### src/hdl/assert_macros.svh
// assertion macros shared by the compensation block
// expects i_clk and i_rst_n in the scope where a macro is used
`ifndef ASSERT_MACROS_SVH
`define ASSERT_MACROS_SVH

// antecedent implies consequent in the same cycle
`define BSC_ASSERT_IMPL(lbl, ante, cons) \
    lbl: assert property (@(posedge i_clk) disable iff (!i_rst_n) (ante) |-> (cons)) \
        else $error("bsc assertion failed");

// antecedent implies consequent in the next cycle
`define BSC_ASSERT_NEXT(lbl, ante, cons) \
    lbl: assert property (@(posedge i_clk) disable iff (!i_rst_n) (ante) |=> (cons)) \
        else $error("bsc assertion failed");

`endif

### src/hdl/bsc_pkg.sv
// types, constants and codes of the barometric compensation block
// no dependencies
package bsc_pkg;

    // built-in scale factors
    localparam logic [23:0] STD_TEMP_SCALE  = 24'd524288;
    localparam logic [23:0] STD_PRESS_SCALE = 24'd524288;
    localparam logic [23:0] MIN_SCALE       = 24'd65536;

    // configuration register indexes
    typedef enum logic [2:0] {
        REG_COEFF_LOW  = 3'd0,
        REG_COEFF_MID  = 3'd1,
        REG_COEFF_HIGH = 3'd2,
        REG_TEMP_SCALE = 3'd3,
        REG_PRESS_SCALE = 3'd4,
        REG_USE_STD    = 3'd5
    } t_reg_idx;

    // multiply steps of the polynomial sequence
    typedef enum logic [3:0] {
        MOP_T1 = 4'd0,   // t*c1, a = c0/2 + m
        MOP_P1 = 4'd1,   // p*h, h = c20 + m
        MOP_P2 = 4'd2,   // p*h, h = c10 + m
        MOP_P3 = 4'd3,   // p*h, a = c00 + m
        MOP_P4 = 4'd4,   // p*c21, g = c11 + m
        MOP_P5 = 4'd5,   // t*c01, a = a + m
        MOP_P6 = 4'd6,   // t*p, h = m
        MOP_P7 = 4'd7    // h*g, a = a + m
    } t_mop;

    // configuration seen by the datapath
    typedef struct packed {
        logic [47:0] coeff_low;
        logic [47:0] coeff_mid;
        logic [47:0] coeff_high;
        logic [23:0] temp_scale;
        logic [23:0] press_scale;
        logic        use_std;
    } t_cfg;

    // controller to datapath
    typedef struct packed {
        logic accept;
        logic mul_start;
        logic wb;
        logic out_load;
        t_mop op;
    } t_cmd;

    // datapath to controller
    typedef struct packed {
        logic div_done;
        logic mul_done;
        logic pressure;
        logic out_free;
    } t_sts;

endpackage

### src/hdl/bsc_req_if.sv
// request channel of the compensation block
// no dependencies
interface bsc_req_if;
    logic        valid;
    logic        ready;
    logic        req_type;
    logic [23:0] raw_sample;

    modport source (output valid, output req_type, output raw_sample, input ready);
    modport sink   (input valid, input req_type, input raw_sample, output ready);
endinterface

### src/hdl/bsc_res_if.sv
// result channel of the compensation block
// no dependencies
interface bsc_res_if;
    logic               valid;
    logic               ready;
    logic               result_kind;
    logic signed [31:0] compensated_value;
    logic signed [39:0] scaled_ratio;

    modport source (output valid, output result_kind, output compensated_value,
                    output scaled_ratio, input ready);
    modport sink   (input valid, input result_kind, input compensated_value,
                    input scaled_ratio, output ready);
endinterface

### src/hdl/bsc_ctrl.sv
// controller of the compensation block: sequences divide, multiply steps and output
// depends on bsc_pkg and assert_macros.svh
`include "assert_macros.svh"

module bsc_ctrl (
    input  logic          i_clk,
    input  logic          i_rst_n,
    input  logic          i_in_valid,
    output logic          o_in_ready,
    input  bsc_pkg::t_sts i_sts,
    output bsc_pkg::t_cmd o_cmd
);
    import bsc_pkg::*;

    typedef enum logic [5:0] {
        S_IDLE  = 6'b000001,
        S_DIV   = 6'b000010,
        S_MLOAD = 6'b000100,
        S_MUL   = 6'b001000,
        S_WB    = 6'b010000,
        S_DONE  = 6'b100000
    } t_state;

    t_state r_state, n_state;
    t_mop   r_op, n_op;

    // next op in the pressure sequence
    function automatic t_mop next_op(input t_mop op);
        t_mop nx;
        case (op)
            MOP_P1:  nx = MOP_P2;
            MOP_P2:  nx = MOP_P3;
            MOP_P3:  nx = MOP_P4;
            MOP_P4:  nx = MOP_P5;
            MOP_P5:  nx = MOP_P6;
            MOP_P6:  nx = MOP_P7;
            default: nx = MOP_T1;
        endcase
        return nx;
    endfunction

    // state transitions and commands
    always_comb begin
        n_state    = r_state;
        n_op       = r_op;
        o_cmd      = '0;
        o_cmd.op   = r_op;
        o_in_ready = (r_state == S_IDLE);
        case (r_state)
            S_IDLE: begin
                if (i_in_valid) begin
                    o_cmd.accept = 1'b1;
                    n_state      = S_DIV;
                end
            end
            S_DIV: begin
                if (i_sts.div_done) begin
                    n_op    = i_sts.pressure ? MOP_P1 : MOP_T1;
                    n_state = S_MLOAD;
                end
            end
            S_MLOAD: begin
                o_cmd.mul_start = 1'b1;
                n_state         = S_MUL;
            end
            S_MUL: begin
                if (i_sts.mul_done) begin
                    n_state = S_WB;
                end
            end
            S_WB: begin
                o_cmd.wb = 1'b1;
                if (r_op == MOP_T1 || r_op == MOP_P7) begin
                    n_state = S_DONE;
                end else begin
                    n_op    = next_op(r_op);
                    n_state = S_MLOAD;
                end
            end
            S_DONE: begin
                if (i_sts.out_free) begin
                    o_cmd.out_load = 1'b1;
                    n_state        = S_IDLE;
                end
            end
            default: n_state = S_IDLE;
        endcase
    end

    // state registers
    always_ff @(posedge i_clk) begin
        if (!i_rst_n) begin
            r_state <= S_IDLE;
            r_op    <= MOP_T1;
        end else begin
            r_state <= n_state;
            r_op    <= n_op;
        end
    end

    `BSC_ASSERT_NEXT(a_accept_starts_div, o_cmd.accept, r_state == S_DIV)
    `BSC_ASSERT_IMPL(a_div_done_in_div, i_sts.div_done, r_state == S_DIV)
    `BSC_ASSERT_IMPL(a_mul_done_in_mul, i_sts.mul_done, r_state == S_MUL)

endmodule

### src/hdl/bsc_dp.sv
// datapath of the compensation block: serial divider, serial multiplier,
// accumulators and output register
// depends on bsc_pkg
module bsc_dp #(
    parameter logic [23:0] P_STD_TEMP_SCALE  = bsc_pkg::STD_TEMP_SCALE,
    parameter logic [23:0] P_STD_PRESS_SCALE = bsc_pkg::STD_PRESS_SCALE
) (
    input  logic               i_clk,
    input  logic               i_rst_n,
    input  bsc_pkg::t_cfg      i_cfg,
    input  bsc_pkg::t_cmd      i_cmd,
    output bsc_pkg::t_sts      o_sts,
    input  logic               i_req_type,
    input  logic [23:0]        i_raw_sample,
    output logic               o_res_valid,
    input  logic               i_res_ready,
    output logic               o_res_kind,
    output logic signed [31:0] o_res_value,
    output logic signed [39:0] o_res_ratio
);
    import bsc_pkg::*;

    localparam int DIV_STEPS = 54;
    localparam int MUL_STEPS = 64;
    localparam logic signed [63:0] S64_MAX = {1'b0, {63{1'b1}}};
    localparam logic signed [63:0] S64_MIN = {1'b1, 63'd0};

    // coefficient unpacking
    logic signed [11:0] c0, c1;
    logic signed [19:0] c00, c10;
    logic signed [15:0] c01, c11, c20, c21, c30;
    assign c0  = i_cfg.coeff_low[47:36];
    assign c1  = i_cfg.coeff_low[35:24];
    assign c00 = i_cfg.coeff_low[23:4];
    assign c10 = {i_cfg.coeff_low[3:0], i_cfg.coeff_mid[47:32]};
    assign c01 = i_cfg.coeff_mid[31:16];
    assign c11 = i_cfg.coeff_mid[15:0];
    assign c20 = i_cfg.coeff_high[47:32];
    assign c21 = i_cfg.coeff_high[31:16];
    assign c30 = i_cfg.coeff_high[15:0];

    logic signed [63:0] c0_h, c1_q, c00_q, c10_q, c01_q, c11_q, c20_q, c21_q, c30_q;
    assign c0_h  = 64'(c0) <<< 29;
    assign c1_q  = 64'(c1) <<< 30;
    assign c00_q = 64'(c00) <<< 30;
    assign c10_q = 64'(c10) <<< 30;
    assign c01_q = 64'(c01) <<< 30;
    assign c11_q = 64'(c11) <<< 30;
    assign c20_q = 64'(c20) <<< 30;
    assign c21_q = 64'(c21) <<< 30;
    assign c30_q = 64'(c30) <<< 30;

    function automatic logic [63:0] mag64(input logic signed [63:0] v);
        return v[63] ? (~v + 64'd1) : v;
    endfunction

    function automatic logic signed [63:0] sadd(input logic signed [63:0] a,
                                                input logic signed [63:0] b);
        logic signed [64:0] s;
        s = {a[63], a} + {b[63], b};
        if (s[64] != s[63]) begin
            return s[64] ? S64_MIN : S64_MAX;
        end
        return s[63:0];
    endfunction

    // item registers
    logic               r_kind;
    logic signed [39:0] r_p, r_t;
    logic signed [63:0] r_h, r_g, r_a;

    // divider
    logic        r_dbusy;
    logic [5:0]  r_dcnt;
    logic [23:0] r_d, r_rem;
    logic [53:0] r_dq;
    logic        r_dneg;

    logic [23:0] sel_scale, div_d, raw_mag;
    logic [24:0] trial;
    logic        ge;
    logic [24:0] trial_sub;
    logic [53:0] q_full;
    logic [39:0] q_mag;
    logic signed [39:0] ratio;
    logic        div_done;

    assign sel_scale = i_req_type ? (i_cfg.use_std ? P_STD_PRESS_SCALE : i_cfg.press_scale)
                                  : (i_cfg.use_std ? P_STD_TEMP_SCALE : i_cfg.temp_scale);
    assign div_d     = (sel_scale < MIN_SCALE) ? MIN_SCALE : sel_scale;
    assign raw_mag   = i_raw_sample[23] ? (~i_raw_sample + 24'd1) : i_raw_sample;
    assign trial     = {r_rem, r_dq[53]};
    assign ge        = (trial >= {1'b0, r_d});
    assign trial_sub = trial - {1'b0, r_d};
    assign q_full    = {r_dq[52:0], ge};
    assign q_mag     = q_full[39:0];
    assign ratio     = r_dneg ? signed'(~q_mag + 40'd1) : signed'(q_mag);
    assign div_done  = r_dbusy && (r_dcnt == 6'(DIV_STEPS - 1));

    // multiplier
    logic         r_mbusy, r_mrnd, r_mdone, r_mneg;
    logic [5:0]   r_mcnt;
    logic [63:0]  r_ma, r_mb;
    logic [127:0] r_prod;
    logic signed [63:0] r_m;

    logic signed [63:0] mx, my;
    logic [127:0] prod_rnd;
    logic [62:0]  prod_q;
    logic signed [63:0] m_val;

    // operand selection of the current step
    always_comb begin
        case (i_cmd.op)
            MOP_T1:  begin mx = 64'(r_t); my = c1_q;        end
            MOP_P1,
            MOP_P2,
            MOP_P3:  begin mx = 64'(r_p); my = r_h;         end
            MOP_P4:  begin mx = 64'(r_p); my = c21_q;       end
            MOP_P5:  begin mx = 64'(r_t); my = c01_q;       end
            MOP_P6:  begin mx = 64'(r_t); my = 64'(r_p);    end
            MOP_P7:  begin mx = r_h;      my = r_g;         end
            default: begin mx = '0;       my = '0;          end
        endcase
    end

    // rounding and saturation of the product
    assign prod_rnd = r_prod + 128'(1 << 29);
    assign prod_q   = prod_rnd[92:30];
    always_comb begin
        if (|prod_rnd[127:93]) begin
            m_val = r_mneg ? S64_MIN : S64_MAX;
        end else if (r_mneg) begin
            m_val = signed'(~{1'b0, prod_q} + 64'd1);
        end else begin
            m_val = signed'({1'b0, prod_q});
        end
    end

    // control registers of the serial units
    always_ff @(posedge i_clk) begin
        if (!i_rst_n) begin
            r_dbusy <= 1'b0;
            r_dcnt  <= '0;
            r_mbusy <= 1'b0;
            r_mrnd  <= 1'b0;
            r_mdone <= 1'b0;
            r_mcnt  <= '0;
            r_t     <= '0;
        end else begin
            if (i_cmd.accept) begin
                r_dbusy <= 1'b1;
                r_dcnt  <= '0;
            end else if (div_done) begin
                r_dbusy <= 1'b0;
                if (!r_kind) begin
                    r_t <= ratio;
                end
            end else if (r_dbusy) begin
                r_dcnt <= r_dcnt + 6'd1;
            end
            r_mdone <= r_mrnd;
            r_mrnd  <= 1'b0;
            if (i_cmd.mul_start) begin
                r_mbusy <= 1'b1;
                r_mcnt  <= '0;
            end else if (r_mbusy) begin
                r_mcnt <= r_mcnt + 6'd1;
                if (r_mcnt == 6'(MUL_STEPS - 1)) begin
                    r_mbusy <= 1'b0;
                    r_mrnd  <= 1'b1;
                end
            end
        end
    end

    // payload registers of divider, multiplier and accumulators
    always_ff @(posedge i_clk) begin
        if (i_cmd.accept) begin
            r_kind <= i_req_type;
            r_d    <= div_d;
            r_rem  <= '0;
            r_dq   <= {raw_mag, 30'd0} + 54'(div_d >> 1);
            r_dneg <= i_raw_sample[23];
            r_h    <= c30_q;
        end else if (r_dbusy) begin
            r_rem <= ge ? trial_sub[23:0] : trial[23:0];
            r_dq  <= q_full;
            if (div_done) begin
                r_p <= ratio;
            end
        end
        if (i_cmd.mul_start) begin
            r_ma   <= mag64(mx);
            r_mb   <= mag64(my);
            r_mneg <= mx[63] ^ my[63];
            r_prod <= '0;
        end else if (r_mbusy) begin
            r_prod <= (r_prod << 1) + (r_mb[63] ? {64'd0, r_ma} : 128'd0);
            r_mb   <= r_mb << 1;
        end
        if (r_mrnd) begin
            r_m <= m_val;
        end
        // write back of the finished step
        if (i_cmd.wb) begin
            case (i_cmd.op)
                MOP_T1:  r_a <= sadd(c0_h, r_m);
                MOP_P1:  r_h <= sadd(c20_q, r_m);
                MOP_P2:  r_h <= sadd(c10_q, r_m);
                MOP_P3:  r_a <= sadd(c00_q, r_m);
                MOP_P4:  r_g <= sadd(c11_q, r_m);
                MOP_P5:  r_a <= sadd(r_a, r_m);
                MOP_P6:  r_h <= r_m;
                MOP_P7:  r_a <= sadd(r_a, r_m);
                default: r_h <= r_h;
            endcase
        end
    end

    // q30 to q23.8 with rounding and saturation
    logic [63:0] a_mag;
    logic [64:0] a_rnd;
    logic [42:0] a_q;
    logic signed [31:0] q8;
    assign a_mag = mag64(r_a);
    assign a_rnd = {1'b0, a_mag} + 65'(1 << 21);
    assign a_q   = a_rnd[64:22];
    always_comb begin
        if (r_a[63]) begin
            q8 = (a_q > 43'h0_8000_0000) ? 32'sh8000_0000 : signed'(~a_q[31:0] + 32'd1);
        end else begin
            q8 = (a_q > 43'h0_7FFF_FFFF) ? 32'sh7FFF_FFFF : signed'(a_q[31:0]);
        end
    end

    // output register
    logic r_ovalid;
    always_ff @(posedge i_clk) begin
        if (!i_rst_n) begin
            r_ovalid <= 1'b0;
        end else if (i_cmd.out_load) begin
            r_ovalid <= 1'b1;
        end else if (i_res_ready) begin
            r_ovalid <= 1'b0;
        end
    end

    always_ff @(posedge i_clk) begin
        if (i_cmd.out_load) begin
            o_res_kind  <= r_kind;
            o_res_value <= q8;
            o_res_ratio <= r_p;
        end
    end

    assign o_res_valid    = r_ovalid;
    assign o_sts.div_done = div_done;
    assign o_sts.mul_done = r_mdone;
    assign o_sts.pressure = r_kind;
    assign o_sts.out_free = !r_ovalid || i_res_ready;

endmodule

### src/hdl/baro_sensor_compensation.sv
// top level of the barometric compensation block: register port and channel wiring
// depends on bsc_pkg, bsc_req_if, bsc_res_if, bsc_ctrl and bsc_dp
//
//  channel   direction  payload
//  i_req     in         req_type, raw_sample
//  o_res     out        result_kind, compensated_value, scaled_ratio
//  apb       in/out     six registers at byte address 8*index
//
// one item at a time: the 54-step serial divider runs first, then the 64-step serial
// multiplier once per multiply step (one step for temperature, seven for pressure)
// sync active-low reset clears control state and last temperature ratio, presets registers
// a held result in the output register stalls only the final write, not the work before it
module baro_sensor_compensation #(
    parameter logic [23:0] STANDARD_TEMP_SCALE  = bsc_pkg::STD_TEMP_SCALE,
    parameter logic [23:0] STANDARD_PRESS_SCALE = bsc_pkg::STD_PRESS_SCALE
) (
    input  logic        i_clk,
    input  logic        i_rst_n,
    input  logic        i_psel,
    input  logic        i_penable,
    input  logic        i_pwrite,
    input  logic [5:0]  i_paddr,
    input  logic [63:0] i_pwdata,
    output logic [63:0] o_prdata,
    output logic        o_pready,
    bsc_req_if.sink     i_req,
    bsc_res_if.source   o_res
);
    import bsc_pkg::*;

    t_cfg     r_cfg;
    t_cmd     cmd;
    t_sts     sts;
    t_reg_idx reg_idx;
    logic     cfg_wr;

    assign o_pready = 1'b1;
    assign reg_idx  = t_reg_idx'(i_paddr[5:3]);
    assign cfg_wr   = i_psel && i_penable && i_pwrite;

    // configuration register writes
    always_ff @(posedge i_clk) begin
        if (!i_rst_n) begin
            r_cfg.coeff_low   <= '0;
            r_cfg.coeff_mid   <= '0;
            r_cfg.coeff_high  <= '0;
            r_cfg.temp_scale  <= 24'd524288;
            r_cfg.press_scale <= 24'd524288;
            r_cfg.use_std     <= 1'b1;
        end else if (cfg_wr) begin
            case (reg_idx)
                REG_COEFF_LOW:   r_cfg.coeff_low   <= i_pwdata[47:0];
                REG_COEFF_MID:   r_cfg.coeff_mid   <= i_pwdata[47:0];
                REG_COEFF_HIGH:  r_cfg.coeff_high  <= i_pwdata[47:0];
                REG_TEMP_SCALE:  r_cfg.temp_scale  <= i_pwdata[23:0];
                REG_PRESS_SCALE: r_cfg.press_scale <= i_pwdata[23:0];
                REG_USE_STD:     r_cfg.use_std     <= i_pwdata[0];
                default:         r_cfg.use_std     <= r_cfg.use_std;
            endcase
        end
    end

    // register read back
    always_comb begin
        case (reg_idx)
            REG_COEFF_LOW:   o_prdata = 64'(r_cfg.coeff_low);
            REG_COEFF_MID:   o_prdata = 64'(r_cfg.coeff_mid);
            REG_COEFF_HIGH:  o_prdata = 64'(r_cfg.coeff_high);
            REG_TEMP_SCALE:  o_prdata = 64'(r_cfg.temp_scale);
            REG_PRESS_SCALE: o_prdata = 64'(r_cfg.press_scale);
            REG_USE_STD:     o_prdata = 64'(r_cfg.use_std);
            default:         o_prdata = '0;
        endcase
    end

    bsc_ctrl u_ctrl (
        .i_clk      (i_clk),
        .i_rst_n    (i_rst_n),
        .i_in_valid (i_req.valid),
        .o_in_ready (i_req.ready),
        .i_sts      (sts),
        .o_cmd      (cmd)
    );

    bsc_dp #(
        .P_STD_TEMP_SCALE  (STANDARD_TEMP_SCALE),
        .P_STD_PRESS_SCALE (STANDARD_PRESS_SCALE)
    ) u_dp (
        .i_clk        (i_clk),
        .i_rst_n      (i_rst_n),
        .i_cfg        (r_cfg),
        .i_cmd        (cmd),
        .o_sts        (sts),
        .i_req_type   (i_req.req_type),
        .i_raw_sample (i_req.raw_sample),
        .o_res_valid  (o_res.valid),
        .i_res_ready  (o_res.ready),
        .o_res_kind   (o_res.result_kind),
        .o_res_value  (o_res.compensated_value),
        .o_res_ratio  (o_res.scaled_ratio)
    );

endmodule
### src/flat_wrapper.sv
// flat-port wrapper written by rule: the top's interface ports become plain ports
module baro_sensor_compensation_flat import bsc_pkg::*;
#(
    parameter logic [23:0] STANDARD_TEMP_SCALE  = bsc_pkg::STD_TEMP_SCALE,
    parameter logic [23:0] STANDARD_PRESS_SCALE = bsc_pkg::STD_PRESS_SCALE
)
  (i_clk, i_rst_n, i_psel, i_penable, i_pwrite, i_paddr, i_pwdata, o_prdata, o_pready, i_req_valid, i_req_req_type, i_req_raw_sample, i_req_ready, o_res_valid, o_res_result_kind, o_res_compensated_value, o_res_scaled_ratio, o_res_ready);
  bsc_req_if i_req_i ();
  bsc_res_if o_res_i ();
  input  logic i_clk;
  input  logic i_rst_n;
  input  logic i_psel;
  input  logic i_penable;
  input  logic i_pwrite;
  input  logic [5:0] i_paddr;
  input  logic [63:0] i_pwdata;
  output logic [63:0] o_prdata;
  output logic o_pready;
  input wire logic [$bits(i_req_i.valid)-1:0] i_req_valid;
  input wire logic [$bits(i_req_i.req_type)-1:0] i_req_req_type;
  input wire logic [$bits(i_req_i.raw_sample)-1:0] i_req_raw_sample;
  output wire logic [$bits(i_req_i.ready)-1:0] i_req_ready;
  output wire logic [$bits(o_res_i.valid)-1:0] o_res_valid;
  output wire logic [$bits(o_res_i.result_kind)-1:0] o_res_result_kind;
  output wire logic [$bits(o_res_i.compensated_value)-1:0] o_res_compensated_value;
  output wire logic [$bits(o_res_i.scaled_ratio)-1:0] o_res_scaled_ratio;
  input wire logic [$bits(o_res_i.ready)-1:0] o_res_ready;
  assign i_req_i.valid = i_req_valid;
  assign i_req_i.req_type = i_req_req_type;
  assign i_req_i.raw_sample = i_req_raw_sample;
  assign i_req_ready = i_req_i.ready;
  assign o_res_valid = o_res_i.valid;
  assign o_res_result_kind = o_res_i.result_kind;
  assign o_res_compensated_value = o_res_i.compensated_value;
  assign o_res_scaled_ratio = o_res_i.scaled_ratio;
  assign o_res_i.ready = o_res_ready;
  baro_sensor_compensation #(.STANDARD_TEMP_SCALE(STANDARD_TEMP_SCALE), .STANDARD_PRESS_SCALE(STANDARD_PRESS_SCALE)) u_core (.i_clk(i_clk), .i_rst_n(i_rst_n), .i_psel(i_psel), .i_penable(i_penable), .i_pwrite(i_pwrite), .i_paddr(i_paddr), .i_pwdata(i_pwdata), .o_prdata(o_prdata), .o_pready(o_pready), .i_req(i_req_i), .o_res(o_res_i));
endmodule
### config.mk
export PLATFORM = sky130hd
export DESIGN_NAME = baro_sensor_compensation_flat
export DESIGN_NICKNAME = d
export VERILOG_FILES = /design/src/hdl/bsc_pkg.sv /design/src/hdl/bsc_req_if.sv /design/src/hdl/bsc_res_if.sv /design/src/hdl/bsc_ctrl.sv /design/src/hdl/bsc_dp.sv /design/src/hdl/baro_sensor_compensation.sv /design/src/flat_wrapper.sv
export VERILOG_INCLUDE_DIRS = /design/src /design/src/hdl
export SDC_FILE = /design/constraint.sdc
export NUM_CORES = 2
export LEC_CHECK = 0
export BUFFER_PORTS_ARGS = -buffer_cell sky130_fd_sc_hd__buf_4
export CORE_UTILIZATION = 50
export CTS_BUF_LIST = sky130_fd_sc_hd__clkbuf_8 sky130_fd_sc_hd__clkbuf_16
export DETAILED_ROUTE_END_ITERATION = 10
export GPL_ROUTABILITY_DRIVEN = 0
export PLACE_DENSITY = 0.76
export SLEW_MARGIN = 20
export SYNTH_ARGS = -nofsm -noshare
export SYNTH_HDL_FRONTEND = slang
export SYNTH_SLANG_ARGS = --single-unit
### constraint.sdc
create_clock -name i_clk -period 8.6 [get_ports i_clk]
set_clock_uncertainty 0.05 [all_clocks]
set_input_delay 2.15 -clock i_clk [delete_from_list [all_inputs] [get_ports i_clk]]
set_output_delay 2.15 -clock i_clk [all_outputs]
set_load 0.03 [all_outputs]
* Word level (Yosys, flattened, before mapping)
Cells that the tools add are included.
** Word-level totals
- Register bits after elaboration :: 990
- Bits of input ports :: 102
- Output and inout port bits :: 140
- Word-level logic and storage cells :: 231
** Cells by class
- Add/subtract/negate cells :: 20
- $lt $le $gt $ge :: 4
- Equality and inequality tests :: 32
- Muxes and demuxes :: 92
- Bitwise gates (word level) :: 13
- Reductions and logical operators :: 35
** Operators with widths (number)
- $mux W64 :: 29
- $pmux W64 S4 :: 2
- $pmux W64 S6 :: 1
- $pmux W48 S6 :: 1
- $add A64 B1 Y64 const B :: 4
- $not A64 Y64 :: 3
- $pmux W64 S3 :: 1
- $mux W24 :: 6
- $add A46 B64 Y65 :: 2
- $add A50 B64 Y65 :: 2
- $add A128 B30 Y128 const B :: 1
- $add A128 B64 Y128 :: 1
- $mux W54 :: 2
- $mux W32 :: 3
- $add A41 B64 Y65 :: 1
- $add A64 B22 Y65 const B :: 1
- $add A64 B64 Y65 :: 1
- $not A63 Y64 :: 1
- $mux W63 :: 1
- $add A54 B23 Y54 :: 1
- $gt A43 B31 Y1 const B :: 1
- $gt A43 B32 Y1 const B :: 1
- $add A40 B1 Y40 const B :: 1
- $mux W40 :: 1
- other kinds (48) :: 128

* Logic depth before layout (Yosys ltp)
- Word-level depth :: 8
- Depth in mapped cells :: 26
- Mapped depth without buffers :: 23

* By module
From an unflattened synthesis, not the netlist that was laid out.
** Unflattened totals
- Cells, all modules :: 8554
- Area total of the unflattened synthesis :: 73750.7 um^2
** Modules (own cells, without submodules)
- bsc_dp :: times used 1, cells an instance 7563, area an instance 64395.5 um^2, sequential area each 21540.7 um^2
- baro_sensor_compensation :: times used 1, cells an instance 923, area an instance 8734.6 um^2, sequential area each 3863.7 um^2
- bsc_ctrl :: times used 1, cells an instance 68, area an instance 620.6 um^2, sequential area each 180.2 um^2

* Least setup slack after synthesis
No wires, ideal clock.
- Kind :: register to register
- From :: register u_core.u_ctrl.r_op[0]
- To :: register u_core.u_dp.r_g[0] (enable)
- Arrival :: 6.303 ns
- Slack :: 1.682 ns
- Cell stages (with the launch flop) :: 10
- Period minus slack after synthesis :: 6.918 ns
- Cells stage by stage :: dfxtp_1 buf_2 clkbuf_1 buf_2 buf_2 buf_2 buf_1 clkbuf_1 buf_1 nor3_1
** On the way
- Word-level cells in the longest chain between the ends :: 2
** Ends and longest elaborated chain
- start, declared :: RTL line bsc_ctrl.sv:25 : t_mop r_op, n_op;
- start signal, assigned :: RTL line bsc_ctrl.sv:97 : r_op <= n_op;
- $eq A4 B3 Y1 :: RTL line bsc_dp.sv:207 : case (i_cmd.op)
- $reduce_and A2 Y1 (no line)
- end signal, assigned :: RTL line bsc_dp.sv:212 : MOP_P4: r_g <= sadd(c11_q, r_m);
- end, declared :: RTL line bsc_dp.sv:70 : logic signed [63:0] r_h, r_g, r_a;
No other way between the ends.
A chain may end at the register's enable or synchronous reset.

* Worst setup path after layout
- From :: input port i_paddr[5]
- To :: output port o_prdata[22]
** On the way
- Word-level cells in the longest chain between the ends :: 2
** Ends and longest elaborated chain
- start, declared :: RTL line flat_wrapper.sv:15 : input logic [5:0] i_paddr;
- $eq A3 B3 Y1, or another cell as far along :: RTL line baro_sensor_compensation.sv:65 : case (reg_idx)
- $pmux W48 S6 * :: RTL line baro_sensor_compensation.sv:65
- end, declared :: RTL line flat_wrapper.sv:17 : output logic [63:0] o_prdata;
Mark *: on every way between the ends. The rest lies on a longest branch, timed or not.

==> flow_summary.toml <==
[outcome]
status = "completed"

[synthesis]
yosysWarnings = 0
synth.area.top_cells = "edfxtp_1 (23%), dfxtp_1 (11%), a21oi_1 (5.9%)"
avgSynthCellArea_um2 = 8.28
yosysTopAreaCellShare_pct = 23.1
synth_top_area_cell = "edfxtp_1"
yosysSeqAreaShare_pct = 34.1
synth_enable_flop_cells = 578
syn_inst = 9066
ys_types = 110
ys_ff_latch = 989
async_flop_share_pct = 0
synth-main-ff-cell = "edfxtp_1"
synthesis.area_um2 = 75100

[layout]
final_core_util_pct = 55.1
layoutNonFillerInstCount = 11100
final_common_cell = "nand2_1"
area_delta_synth_final_pct = 8.79
final_cell_mix = "nand2_1 (1,091), a21oi_1 (876), nor2_1 (681)"
drive_above_1_share_pct = 7.49
nets = 9406

[timing]
slew_viol_final = 0
period_needed_ns = 6.71
maxSlewHeadroom_pct = 12.5
hold_slack_ns = 0.418
fmax_ghz = 0.149
setup_viol = 0
hold_viol = 0
grt_setup_unrepaired = "false"
tightest_slew_ns = 1.30
finalSetupTns_ns = 0
period_share_pct = 78.0

[global_routing]
grt_pass1_vias = 66600
grt_usage_pct = 31.9
grt-ovfl-total = 0
antenna_found_initial = 8
grt_start_max_net_pins = 100
grt_pass1_wl_mm = 384

[floorplanning]
initial_core_util_pct = 50.6
die-area_um2 = 152000
core_um2 = 148000
die_w_um = 390
die_y_um = 390
io_pins = 242
rows = 141

[routing]
drcViolationCount = 0
dr_total_vias = 72600
dr.pass1.iters = 6
antenna_left = 0
avgViaCountPerCell = 6.56
wl_mm = 254
wire_per_inst_um = 23.0
drt_iter0_drc = 9704

[critical_path]
crit_fanout = 61
rr_endpoint = "u_core.u_dp.o_res_value[28]"
critical_path_class = "in2out"
worstSetupStartpoint = "i_paddr[5]"
regToRegSetupSlack_ns = 2.11
worstPathCellList = "buf_4 -> nor2b_1 -> a22oi_1 -> o22ai_1 -> buf_4"
crit_end = "o_prdata[22]"
rr_worst_depth = 17
critPathMaxStageDelay_ns = 0.93
required_ns = 6.40
cp_common_cell = "buf_4"
worstPathArrival_ns = 4.51
critPathSlowestCell = "nor2b_1"
start_kind = "primary input"
cp-end-kind = "primary output"
reg2reg_from = "u_core.u_dp.r_a[10]"

[clocking]
htreeDepth = 3
path_clk_slew_ns = 0.06
post_cts_buffers = 0
clkLatencyLatePin_ns = 0.77
cts-root-buf = "clkbuf_16"
hold_buffers = 0
cts_resized = 0
clock_sinks = 989
numCtsBuffers = 105
clockBufferDepth = 3
cts_tree = "built"

[power_and_ir_drop]
cellLeakagePower_nw = 31.5
cellPowerDensity_nw_per_um2 = 188
ir_drop_v = 0.000243
p_total_mw = 15.3

[placement]
dp.cells = 10900
hpwl_mm = 185
io_buffers = 205

[worst_hold_path]
min_path_type = "reg2reg"

[flow_run]
drv_cap = 0
## logic make-up after synthesis
| logic type | share of synthesized area, % |
|---|---|
| AO/OA/AOI/OAI | 23.0 |
| XOR/XNOR | 7.82 |
| adder cells (fa/ha/maj) | 5.92 |
| buffers and inverters | 4.16 |
| flip-flops | 34.1 |
| multiplexers | 4.97 |
| other | 0.0100 |
| AND/OR/NAND/NOR | 20.0 |
## sequential cells by signal, indices dropped and copies added, names as in the netlist, 64 cells and up
register,flops
u_core.u_dp.r_ma,64
u_core.u_dp.r_prod,128
u_core.u_dp.r_g,64
u_core.u_dp.r_h,64
u_core.r_cfg,193
u_core.u_dp.r_mb,64
u_core.u_dp.r_m,64
u_core.u_dp.r_a,64
## synthesized netlist by cell type (51+ instances only)
master,instances
a211oi_1,102
a21o_1,262
a21oi_1,880
a221oi_1,67
a22oi_1,56
a31oi_1,83
and2_1,124
and3_1,74
buf_1,58
clkbuf_1,483
dfxtp_1,411
edfxtp_1,578
ha_1,334
inv_1,191
mux2i_1,325
nand2_1,1093
nand2b_1,85
nand3_1,255
nand4_1,144
nor2_1,688
nor2b_1,64
nor3_1,219
nor4_1,92
o21a_1,66
o21ai_0,644
o21bai_1,51
o22ai_1,69
o31ai_1,70
or2_2,51
or3_1,95
xnor2_1,379
xor2_1,290
## where the power goes
part | total, mW | switching, mW | internal [mW]
Clock | 4.80 | 2.10 | 2.69
Combinational | 4.04 | 2.49 | 1.55
Sequential | 6.49 | 0.890 | 5.60
Total | 15.3 | 5.48 | 9.85
## routing by layer
layer | GRT usage [%] | vias up | share of wire, %
met5 | 0 | - | 0.0095
met4 | 19.8 | 4 | 7.1
met3 | 6.49 | 863 | 12
met2 | 48.0 | 4456 | 42
met1 | 41.9 | 34200 | 39
li1 | - | 33100 | -
## worst min path at each step
stage	endpoint	cells after the start	slack, ns	startpoint
3_3_place_gp	u_core.u_dp.r_rem[23]	2	0.39	u_core.u_dp.r_rem[23]
2_1_floorplan	u_core.u_dp.r_rem[23]	2	0.38	u_core.u_dp.r_rem[23]
4_1_cts	u_core.u_dp.r_rem[1]	2	0.42	u_core.u_dp.r_rem[1]
3_5_place_dp	u_core.u_dp.r_rem[1]	2	0.41	u_core.u_dp.r_rem[1]
5_1_grt	u_core.u_dp.r_prod[0]	2	0.44	u_core.u_dp.r_prod[0]
6_report	u_core.u_dp.r_prod[5]	2	0.42	u_core.u_dp.r_prod[5]
## metrics by stage
step | area (um^2) | worst slack [ns]
finish | 81700 | 1.89
global route | 81700 | 1.77
CTS | 81600 | 2.05
detailed placement | 78000 | 2.06
global placement | 78000 | 2.14
floorplan | 75400 | 1.68
## worst max-delay path, delay by kind of cell
family / cells / cell delay, ns
simple gates: 1 / 0.93
buf+inv: 2 / 0.85
compound gates: 2 / 0.55
## layout make-up
cell class / count / area, um^2
clock inverters: 82 / 777
multi-input cells: 7361 / 46900
clock buffers: 116 / 2810
repair buffers: 310 / 2360
well taps: 2002 / 2500
fillers: 13100 / 66700
flip-flops and latches: 989 / 25600
inverters: 195 / 739
diodes: 5 / 12.5
(Power assumes the default switching activity.)
